<file path="src/rtl/kms_pkg.sv">
`default_nettype none

package kms_pkg;

    localparam int VALUE_W = 32;
    localparam int WAY_W   = 4;
    localparam int CFG_W   = 5;

    localparam logic [CFG_W-1:0] WAYS_IN_USE_RST = 5'd16;

    localparam logic MODE_LOAD = 1'b0;
    localparam logic MODE_POP  = 1'b1;

    typedef enum logic [1:0] {
        ST_IDLE,
        ST_SCAN,
        ST_DRAIN,
        ST_EMIT
    } state_t;

    // controller to datapath
    typedef struct packed {
        logic load;        // take a load beat
        logic scan_clear;  // take a pop beat, rewind the scan
        logic scan_step;   // issue the next head read
        logic emit;        // move the winner to the result register
    } ctrl_cmd_t;

    // datapath to controller
    typedef struct packed {
        logic scan_last;   // current scan index is the last one in use
        logic out_full;    // result register still holds an untaken beat
    } ctrl_sts_t;

endpackage

`default_nettype wire

</file>
<file path="src/rtl/kms_in_if.sv">
`default_nettype none

interface kms_in_if;
    logic                               valid;
    logic                               ready;
    logic                               mode;
    logic [kms_pkg::WAY_W-1:0]          way;
    logic signed [kms_pkg::VALUE_W-1:0] value;
    logic                               way_empty;

    modport source (output valid, output mode, output way, output value,
                    output way_empty, input ready);
    modport sink   (input valid, input mode, input way, input value,
                    input way_empty, output ready);
endinterface

`default_nettype wire

</file>
<file path="src/rtl/kms_out_if.sv">
`default_nettype none

interface kms_out_if;
    logic                               valid;
    logic                               ready;
    logic signed [kms_pkg::VALUE_W-1:0] smallest;
    logic [kms_pkg::WAY_W-1:0]          source_way;
    logic                               all_done;

    modport source (output valid, output smallest, output source_way,
                    output all_done, input ready);
    modport sink   (input valid, input smallest, input source_way,
                    input all_done, output ready);
endinterface

`default_nettype wire

</file>
<file path="src/rtl/kms_ctrl.sv">
`default_nettype none

module kms_ctrl (
    input  wire logic               clk,
    input  wire logic               rst_n,
    input  wire logic               in_valid,
    input  wire logic               in_mode,
    output logic                    in_ready,
    input  wire logic               out_ready,
    input  wire kms_pkg::ctrl_sts_t sts,
    output kms_pkg::ctrl_cmd_t      cmd
);

    kms_pkg::state_t state_reg;
    kms_pkg::state_t state_next;

    always_ff @(posedge clk or negedge rst_n)
    begin
        if (!rst_n)
        begin
            state_reg <= kms_pkg::ST_IDLE;
        end
        else
        begin
            state_reg <= state_next;
        end
    end

    always_comb
    begin
        state_next = state_reg;
        in_ready   = 1'b0;
        cmd        = '0;
        unique case (state_reg)
            kms_pkg::ST_IDLE:
            begin
                in_ready = 1'b1;
                if (in_valid && (in_mode == kms_pkg::MODE_POP))
                begin
                    cmd.scan_clear = 1'b1;
                    state_next     = kms_pkg::ST_SCAN;
                end
                else if (in_valid)
                begin
                    cmd.load = 1'b1;
                end
            end
            kms_pkg::ST_SCAN:
            begin
                cmd.scan_step = 1'b1;
                if (sts.scan_last)
                begin
                    state_next = kms_pkg::ST_DRAIN;
                end
            end
            kms_pkg::ST_DRAIN:
            begin
                // last compare settles this cycle
                state_next = kms_pkg::ST_EMIT;
            end
            kms_pkg::ST_EMIT:
            begin
                if (!sts.out_full || out_ready)
                begin
                    cmd.emit   = 1'b1;
                    state_next = kms_pkg::ST_IDLE;
                end
            end
            default:
            begin
                state_next = kms_pkg::ST_IDLE;
            end
        endcase
    end

endmodule

`default_nettype wire

</file>
<file path="src/rtl/kms_datapath.sv">
`default_nettype none

module kms_datapath #(
    parameter int WAYS = 16
) (
    input  wire logic                               clk,
    input  wire logic                               rst_n,
    input  wire logic                               cfg_we,
    input  wire logic [kms_pkg::CFG_W-1:0]          cfg_wdata,
    input  wire logic [kms_pkg::WAY_W-1:0]          in_way,
    input  wire logic signed [kms_pkg::VALUE_W-1:0] in_value,
    input  wire logic                               in_way_empty,
    input  wire logic                               out_ready,
    output logic                                    out_valid,
    output logic signed [kms_pkg::VALUE_W-1:0]      out_smallest,
    output logic [kms_pkg::WAY_W-1:0]               out_source_way,
    output logic                                    out_all_done,
    input  wire kms_pkg::ctrl_cmd_t                 cmd,
    output kms_pkg::ctrl_sts_t                      sts
);

    localparam int IDXW = $clog2(WAYS);
    localparam int CNTW = $clog2(WAYS + 1);

    logic [kms_pkg::CFG_W-1:0]          ways_reg;
    logic [WAYS-1:0]                    valid_reg;
    logic signed [kms_pkg::VALUE_W-1:0] head_mem [WAYS];
    logic signed [kms_pkg::VALUE_W-1:0] rd_data_reg;
    logic                               rd_live_reg;
    logic [IDXW-1:0]                    rd_idx_reg;
    logic [CNTW-1:0]                    idx_reg;
    logic [CNTW-1:0]                    limit;
    logic                               issue;
    logic                               load_ok;
    logic [IDXW-1:0]                    wr_addr;
    logic                               found_reg;
    logic signed [kms_pkg::VALUE_W-1:0] best_val_reg;
    logic [IDXW-1:0]                    best_idx_reg;
    logic                               take;
    logic                               out_valid_reg;
    logic signed [kms_pkg::VALUE_W-1:0] smallest_reg;
    logic [kms_pkg::WAY_W-1:0]          source_way_reg;
    logic                               all_done_reg;

    // clamp the search range to the ways that exist
    always_comb
    begin
        if (32'(ways_reg) >= 32'(WAYS))
        begin
            limit = CNTW'(WAYS);
        end
        else
        begin
            limit = CNTW'(ways_reg);
        end
    end

    assign issue   = cmd.scan_step && (idx_reg < limit);
    assign load_ok = cmd.load && (32'(in_way) < 32'(WAYS));
    assign wr_addr = IDXW'(in_way);
    assign take    = rd_live_reg && (!found_reg || (rd_data_reg < best_val_reg));

    assign sts.scan_last = ((CNTW + 1)'(idx_reg) + (CNTW + 1)'(1)) >= (CNTW + 1)'(limit);
    assign sts.out_full  = out_valid_reg;

    always_ff @(posedge clk or negedge rst_n)
    begin
        if (!rst_n)
        begin
            ways_reg <= kms_pkg::WAYS_IN_USE_RST;
        end
        else if (cfg_we)
        begin
            ways_reg <= cfg_wdata;
        end
    end

    always_ff @(posedge clk or negedge rst_n)
    begin
        if (!rst_n)
        begin
            valid_reg <= '0;
        end
        else if (load_ok)
        begin
            valid_reg[wr_addr] <= !in_way_empty;
        end
        else if (cmd.emit && found_reg)
        begin
            valid_reg[best_idx_reg] <= 1'b0;
        end
    end

    // head store: one write port, one registered read port
    always_ff @(posedge clk)
    begin
        if (load_ok && !in_way_empty)
        begin
            head_mem[wr_addr] <= in_value;
        end
        rd_data_reg <= head_mem[idx_reg[IDXW-1:0]];
    end

    always_ff @(posedge clk or negedge rst_n)
    begin
        if (!rst_n)
        begin
            idx_reg     <= '0;
            rd_live_reg <= 1'b0;
            found_reg   <= 1'b0;
        end
        else
        begin
            rd_live_reg <= issue && valid_reg[idx_reg[IDXW-1:0]];
            if (cmd.scan_clear)
            begin
                idx_reg   <= '0;
                found_reg <= 1'b0;
            end
            else
            begin
                if (issue)
                begin
                    idx_reg <= idx_reg + CNTW'(1);
                end
                if (take)
                begin
                    found_reg <= 1'b1;
                end
            end
        end
    end

    always_ff @(posedge clk)
    begin
        rd_idx_reg <= idx_reg[IDXW-1:0];
        if (take)
        begin
            best_val_reg <= rd_data_reg;
            best_idx_reg <= rd_idx_reg;
        end
    end

    always_ff @(posedge clk or negedge rst_n)
    begin
        if (!rst_n)
        begin
            out_valid_reg <= 1'b0;
        end
        else if (cmd.emit)
        begin
            out_valid_reg <= 1'b1;
        end
        else if (out_ready)
        begin
            out_valid_reg <= 1'b0;
        end
    end

    always_ff @(posedge clk)
    begin
        if (cmd.emit)
        begin
            all_done_reg <= !found_reg;
            if (found_reg)
            begin
                smallest_reg   <= best_val_reg;
                source_way_reg <= kms_pkg::WAY_W'(best_idx_reg);
            end
            else
            begin
                smallest_reg   <= '0;
                source_way_reg <= '0;
            end
        end
    end

    assign out_valid      = out_valid_reg;
    assign out_smallest   = smallest_reg;
    assign out_source_way = source_way_reg;
    assign out_all_done   = all_done_reg;

endmodule

`default_nettype wire

</file>
<file path="src/rtl/kway_merge_select.sv">
// K-way merge selector.
// items (sink): each beat is a load or a pop. A load (mode 0) writes value
//   as the new head of way, or, with way_empty set, marks that way spent.
//   Loads to a way the block does not have are dropped. A load leaves the
//   block idle, so it is ready again at once.
// A pop (mode 1) scans the heads of ways 0 .. limit-1, where limit is
//   ways_in_use capped at WAYS, one way per cycle through a single
//   comparator, and keeps the smallest signed head, lowest way on a tie.
//   A pop takes the beat, reads the heads of the ways in use (one idle scan
//   step when limit is zero), settles the last compare, then writes the
//   result.
// results (source): one beat per pop with smallest, source_way and
//   all_done. The winning way loses its head until it is loaded again. With
//   no live head all_done is set and the other fields are zero.
// The result sits in an output register; while the receiver stalls, loads
//   are still taken, and a following pop scans but holds its result until
//   the register frees.
// cfg_we / cfg_wdata write ways_in_use; write it only while the block idles.
// Reset clears every head's live mark and sets ways_in_use to 16.
`default_nettype none

module kway_merge_select #(
    parameter int WAYS = 16
) (
    input  wire logic                      clk,
    input  wire logic                      rst_n,
    input  wire logic                      cfg_we,
    input  wire logic [kms_pkg::CFG_W-1:0] cfg_wdata,
    kms_in_if.sink                         items,
    kms_out_if.source                      results
);

    kms_pkg::ctrl_cmd_t cmd;
    kms_pkg::ctrl_sts_t sts;

    // sequencing: idle / scan / drain / emit
    kms_ctrl u_ctrl (
        .clk       (clk),
        .rst_n     (rst_n),
        .in_valid  (items.valid),
        .in_mode   (items.mode),
        .in_ready  (items.ready),
        .out_ready (results.ready),
        .sts       (sts),
        .cmd       (cmd)
    );

    // head store, live marks, comparator and result register
    kms_datapath #(
        .WAYS (WAYS)
    ) u_datapath (
        .clk            (clk),
        .rst_n          (rst_n),
        .cfg_we         (cfg_we),
        .cfg_wdata      (cfg_wdata),
        .in_way         (items.way),
        .in_value       (items.value),
        .in_way_empty   (items.way_empty),
        .out_ready      (results.ready),
        .out_valid      (results.valid),
        .out_smallest   (results.smallest),
        .out_source_way (results.source_way),
        .out_all_done   (results.all_done),
        .cmd            (cmd),
        .sts            (sts)
    );

endmodule

`default_nettype wire

</file>
<file path="src/flat_wrapper.sv">
// flat-port wrapper written by rule: the top's interface ports become plain ports
module kway_merge_select_flat 
#(
    parameter int WAYS = 16
)
  (clk, rst_n, cfg_we, cfg_wdata, items_valid, items_mode, items_way, items_value, items_way_empty, items_ready, results_valid, results_smallest, results_source_way, results_all_done, results_ready);
  kms_in_if items_i ();
  kms_out_if results_i ();
  input  wire logic clk;
  input  wire logic rst_n;
  input  wire logic cfg_we;
  input  wire logic [kms_pkg::CFG_W-1:0] cfg_wdata;
  input wire logic [$bits(items_i.valid)-1:0] items_valid;
  input wire logic [$bits(items_i.mode)-1:0] items_mode;
  input wire logic [$bits(items_i.way)-1:0] items_way;
  input wire logic [$bits(items_i.value)-1:0] items_value;
  input wire logic [$bits(items_i.way_empty)-1:0] items_way_empty;
  output wire logic [$bits(items_i.ready)-1:0] items_ready;
  output wire logic [$bits(results_i.valid)-1:0] results_valid;
  output wire logic [$bits(results_i.smallest)-1:0] results_smallest;
  output wire logic [$bits(results_i.source_way)-1:0] results_source_way;
  output wire logic [$bits(results_i.all_done)-1:0] results_all_done;
  input wire logic [$bits(results_i.ready)-1:0] results_ready;
  assign items_i.valid = items_valid;
  assign items_i.mode = items_mode;
  assign items_i.way = items_way;
  assign items_i.value = items_value;
  assign items_i.way_empty = items_way_empty;
  assign items_ready = items_i.ready;
  assign results_valid = results_i.valid;
  assign results_smallest = results_i.smallest;
  assign results_source_way = results_i.source_way;
  assign results_all_done = results_i.all_done;
  assign results_i.ready = results_ready;
  kway_merge_select #(.WAYS(WAYS)) u_core (.clk(clk), .rst_n(rst_n), .cfg_we(cfg_we), .cfg_wdata(cfg_wdata), .items(items_i), .results(results_i));
endmodule
</file>
<file path="config.mk">
export PLATFORM = sky130hd
export DESIGN_NAME = kway_merge_select_flat
export DESIGN_NICKNAME = d
export VERILOG_FILES = /design/src/rtl/kms_pkg.sv /design/src/rtl/kms_in_if.sv /design/src/rtl/kms_out_if.sv /design/src/rtl/kms_ctrl.sv /design/src/rtl/kms_datapath.sv /design/src/rtl/kway_merge_select.sv /design/src/flat_wrapper.sv
export SDC_FILE = /design/constraint.sdc
export NUM_CORES = 1
export LEC_CHECK = 0
export ABC_AREA = 0
export BUFFER_PORTS_ARGS = -buffer_cell sky130_fd_sc_hd__buf_2
export CAP_MARGIN = 0
export CORE_ASPECT_RATIO = 1.5
export CORE_UTILIZATION = 43
export DETAILED_ROUTE_END_ITERATION = 12
export REMOVE_ABC_BUFFERS = 1
export SYNTH_ARGS = -nofsm -noshare
export SYNTH_HDL_FRONTEND = slang
export SYNTH_SLANG_ARGS = --single-unit
</file>
<file path="constraint.sdc">
create_clock -name clk -period 5.2 [get_ports clk]
set_input_delay 1.3 -clock clk [delete_from_list [all_inputs] [get_ports clk]]
set_output_delay 1.3 -clock clk [all_outputs]
set_load 0.05 [all_outputs]
</file>
After elaboration in Yosys (flattened, before gate mapping)
Memories as Yosys holds them, arrays and structs flattened. A register that Yosys moved wholly into a read port is not among the register bits.
Cells that the tools add are included.
{"block": "op_classes", "mul": 0, "eq_ne": 6, "muxes": 30, "n_shift": 0, "bitwise": 2, "reduce_logical": 19, "div": 0, "n_addsub": 2, "n_lt_le_gt_ge": 9}
{"cell": "32-bit < comparator", "n": 1}
{"cell": "16-bit 2-to-1 mux", "n": 2}
{"cell": "16-bit AND", "n": 1}
{"cell": "16-bit bitwise mux", "n": 1}
{"cell": "1-bit 2-to-1 mux", "n": 16}
{"cell": "16-bit inverter", "n": 1}
{"cell": "4-bit by 5-bit < comparator with 1-bit output (second input constant)", "n": 3}
{"cell": "5-bit 2-to-1 mux", "n": 3}
{"cell": "1-bit demux with 4-bit select", "n": 2}
{"cell": "4-bit by 1-bit >= comparator with 1-bit output (second input constant)", "n": 2}
{"cell": "1-bit logical AND", "n": 8}
{"cell": "2-bit 2-to-1 mux", "n": 4}
{"cell": "2-bit case mux with 4 select lines", "n": 1}
{"cell": "2-bit nonzero test", "n": 4}
{"cell": "5-bit by 1-bit adder with 6-bit output (second input constant)", "n": 1}
{"cell": "6-bit by 5-bit >= comparator with 1-bit output", "n": 1}
{"cell": "5-bit by 1-bit adder with 5-bit output (second input constant)", "n": 1}
{"cell": "5-bit >= comparator (second input constant)", "n": 1}
{"cell": "5-bit < comparator", "n": 1}
{"cell": "1-bit binary-select mux with 4-bit select", "n": 1}
{"cell": "2-bit == test (second input constant)", "n": 2}
{"cell": "2-bit inequality test (second input constant)", "n": 2}
{"cell": "1-bit logical NOT", "n": 3}
{"cell": "3-bit AND reduction", "n": 1}
{"cell": "4 further kinds", "n": 5}
{"block": "totals", "out_inout_bits": 39, "elab_cells": 82, "reg_bits": 108, "ram_bits": 512, "input_bits": 48, "memories": 1, "latchBits": 0, "mem_bits_ro": 0}
{"memory": "u_core.u_datapath.head_mem", "words": 16, "width": 32, "read_ports": 1, "rd_ports_with_merged_regs": 1, "wr": 1, "line_no": "kms_datapath.sv:27", "source": "logic signed [kms_pkg::VALUE_W-1:0] head_mem [WAYS];"}

Logic depth before layout (Yosys ltp)
{"block": "logic_depth", "ltp_word": 8, "depth_mapped": 10, "mapped_depth_nobuf": 9}

Cells and area by module
A second synthesis with hierarchy kept.
{"block": "unflattened", "cells_unflattened": 1459, "hier_area_um2": 25524.5}
{"module": "kms_datapath", "seq_area_each_um2": 19014.5, "instances": 1, "area_each_um2": 25328.0, "cells_per_inst": 1439}
{"module": "kms_ctrl", "seq_area_each_um2": 50.0, "instances": 1, "area_each_um2": 196.4, "cells_per_inst": 20}

Worst setup path after synthesis
Ideal clock, no wire load.
{"block": "synth_timing", "kind": "input to register", "from": "input items_mode", "to": "memory u_core.u_datapath.head_mem[1][0] (netlist name) (enable)", "setup_time_ns": 0.421, "n_path_buf": 2, "setup_slack_ns": 1.198, "arrival_time_ns": 3.581, "cell_stages": 6, "t_required_ns": 4.779, "cell_sequence": "and3b_1 > clkbuf_1 > nand2_1 > or2_0 > clkbuf_1 > nor2_1"}
{"block": "synth_between", "elab_chain_len": 6}
{"item": "from (decl)", "line_no": "flat_wrapper.sv:14", "source": "input wire logic [$bits(items_i.mode)-1:0] items_mode;"}
{"item": "1-bit logical AND", "line_no": "kms_ctrl.sv:38", "source": "if (in_valid && (in_mode == kms_pkg::MODE_POP))"}
{"item": "1-bit 2-to-1 mux", "line_no": "kms_ctrl.sv:38"}
{"item": "2-bit 2-to-1 mux", "line_no": "kms_ctrl.sv:34", "source": "unique case (state_reg)"}
{"item": "1-bit logical AND", "line_no": "kms_datapath.sv:97", "source": "if (load_ok && !in_way_empty)"}
{"item": "1-bit 2-to-1 mux", "line_no": "kms_datapath.sv:97"}
{"item": "1-bit 2-to-1 mux (not written as such)", "line_no": "kms_datapath.sv:99", "source": "head_mem[wr_addr] <= in_value;"}
{"item": "to (decl)", "line_no": "kms_datapath.sv:27"}
Every way passes these cells.

Worst setup path after layout
{"block": "layout_timing", "from": "input items_mode", "to": "memory u_core.u_datapath.head_mem[11][27] (netlist name) (enable)"}
Same word-level chain as after synthesis.

==> impl_metrics.ini <==
[route]
drt_iter0_drc = 962
first_pass_iters = 8
finalWirelength_um = 54300
postRouteAntennaNets = 0
drc = 0
vias = 11856
wire_per_inst_um = 25.4
vias_per_cell = 5.55

[place]
dp_hpwl_um = 35200
port_buffers = 86
gp_congestion = 0.824
placed_cell_area_sq_um = 26600

[floorplan]
initial_core_util_pct = 43.5
die_height_um = 298
die_w_um = 199
num_io_pins = 87
num_rows = 108
die_area_sq_um = 59500
core_sq_um = 57800

[synthesis]
synth_ff_type = edfxtp_1
synth_area_sq_um = 25200
ys_seq_area_share_pct = 75.8
synth-edff-count = 585
yosys_warnings = 0
synth_common_cells = edfxtp_1, mux4_2, nor2_1
async_flop_share_pct = 4.75
yosysMostFrequentCell = edfxtp_1
synth.avg_cell_area_sq_um = 20.9
yosysUniqueCellTypes = 53
ys_ff_latch = 652
syn_inst = 1203
synth_top_area_cell = edfxtp_1
synthTopCellsByArea = edfxtp_1, mux4_2, dfrtp_1, dfxtp_1, ha_1
synth_top_area_share_pct = 69.8

[clock_network]
clock_latency_ns = 0.60
path_clk_slew_ns = 0.06
postCtsSetupBuffers = 0
cts-root-buf = clkbuf_16
ctsHoldBuffers = 0
cts_made_buffers = 58
cts_buffer_depth = 3
clock-sinks = 652
cts_resized = 0
htreeDepth = 2
cts_tree = yes

[worst_setup_path]
worstPathArrival_ns = 3.85
critPathCaptureType = register
cp_top_family = simple AND/OR/NAND/NOR gates
worstPathRequired_ns = 5.48
critPathBufInv = 2
worstSetupStartpointType = primary input
path_cells = buf_2 -> and3b_1 -> nand3_1 -> nor2_4 -> buf_4
crit_fanout = 22
critPathMaxStageDelay_ns = 0.82
cpMaxStageDelayCell = nor2_4
path_class = primary input to register

[power_and_ir_drop]
pwr_density_cell_nw_per_um2 = 481
vdd_drop_max_v = 0.000277
swShare_pct = 28.2
pwr-share-clk_pct = 30.7
p_switching_mw = 3.86
leakage_nw = 9.29
seq_power_share_pct = 47.1
p_comb_share_pct = 22.1
intPower_mw = 9.84

[timing]
worstMarginPinSlew_ns = 1.12
rsz0062_at_grt = false
slew-limit-headroom_pct = 25.0
fin_skew_ns = 0.0199
hold_violations = 0
setup_viol = 0
period_minus_slack_ns = 3.57
layout_worst_path_cycle_share_pct = 68.6
drv_slew = 0
whs_ns = 0.401
setup_tns_ns = 0
max_freq_mhz = 280

[final_layout]
multi_input_area_sq_um = 5800
fillerInstances = 4755
postLayoutCellArea_sq_um = 28500
fin_util_pct = 49.3
area_growth_pct = 13.3
seqCellArea_sq_um = 19100
fin_nets = 1412
regMostFlops = u_core.u_datapath.head_mem
largest_reg_flops = 512
drive_gt1_share_pct = 28.6

[worst_hold_path]
worstHoldPathType = register to register

[global_route]
track_usage_pct = 18.8
grt_busiest_layer = met2
grt_pass1_vias = 12263
use_met2_pct = 31.2
grt_max_degree = 105
antenna_found_initial = 5
grt_pass1_wl_um = 81200
grt_use_met1_pct = 26.7
use_met3_pct = 1.99
gr-total-overflow = 0

[job]
maxCapViolCount = 0

[outcome]
status = finished clean
-- power by group through the flow --
| stage | clock network [mW] | registers [mW] | logic, mW |
|---|---|---|---|
| 2_1_floorplan | 0 | 7.00 | 1.90 |
| 3_3_place_gp | 0 | 6.58 | 3.06 |
| 3_5_place_dp | 0 | 6.59 | 3.08 |
| 4_1_cts | 4.30 | 6.48 | 3.10 |
| 5_1_grt | 4.48 | 6.52 | 3.27 |
| 6_report | 4.21 | 6.46 | 3.03 |
-- path summary, 6_finish.rpt --
kind | start | to | slack [ns] | cells after the start
setup / recovery | items_mode | u_core.u_datapath.head_mem[11][27]$_DFFE_PP_ | 1.63 | 5
hold / removal | u_core.u_datapath.rd_idx_reg[2]$_DFF_P_ | u_core.u_datapath.best_idx_reg[2]$_DFFE_PP_ | 0.40 | 0
setup reg to reg | u_core.u_ctrl.state_reg[0]$_DFFE_PN0P_ | u_core.u_datapath.head_mem[11][27]$_DFFE_PP_ | 1.67 | 6
hold reg to reg | u_core.u_datapath.rd_idx_reg[2]$_DFF_P_ | u_core.u_datapath.best_idx_reg[2]$_DFFE_PP_ | 0.40 | 0
max in group asynchronous | rst_n | u_core.u_datapath.idx_reg[1]$_DFFE_PN0P_ | 3.88 | 1
min in group asynchronous | rst_n | u_core.u_datapath.valid_reg[12]$_DFFE_PN0P_ | 0.76 | 1
-- final cells by class --
class / count / area share, %
well taps: 770 / 3.38
clock buffers: 69 / 5.42
diodes: 1 / 0.00878
multi-input cells: 460 / 20.3
inverters: 40 / 0.527
repair buffers: 106 / 2.26
flip-flops and latches: 652 / 66.9
clock inverters: 39 / 1.15
-- through the flow --
step	cells	total power [mW]	worst slack, ns
CTS	2136	13.9	1.66
floorplan	1152	8.89	-1.93
detailed placement	2028	9.67	1.07
finish	2137	13.7	1.63
global route	2136	14.3	1.45
global placement	2028	9.64	1.15
-- cells by family (layout without fill, tap and decap cells) --
group	count (synthesis)	after routing	share of synthesized area, %
compound gates	114	114	2.66
buf+inv	91	254	1.71
flops	652	652	75.8
xor+xnor	3	3	0.104
other cells	0	1	0
simple gates	127	127	2.46
mux	170	170	15.0
fa+ha+maj	46	46	2.29
-- cells in the final DEF, fill, tap and decap left out, types with 26 or more instances in the layout --
cell type | netlist | layout
inv_1 | 39 | 39
edfxtp_1 | 585 | 585
buf_2 | 10 | 86
o21ai_1 | 32 | 32
mux4_2 | 165 | 165
clkbuf_16 | 0 | 59
dfrtp_1 | 30 | 26
ha_1 | 46 | 46
nor2_1 | 55 | 39
dfxtp_1 | 36 | 36
a21oi_1 | 36 | 35
-- metal layers --
metal	part of all wire, %	wire [um]
met2	50	27400
met4	2.1	1120
met1	43	23300
met5	0	0
met3	4.5	2440
No activity file was read; power rests on OpenSTA's default activity.
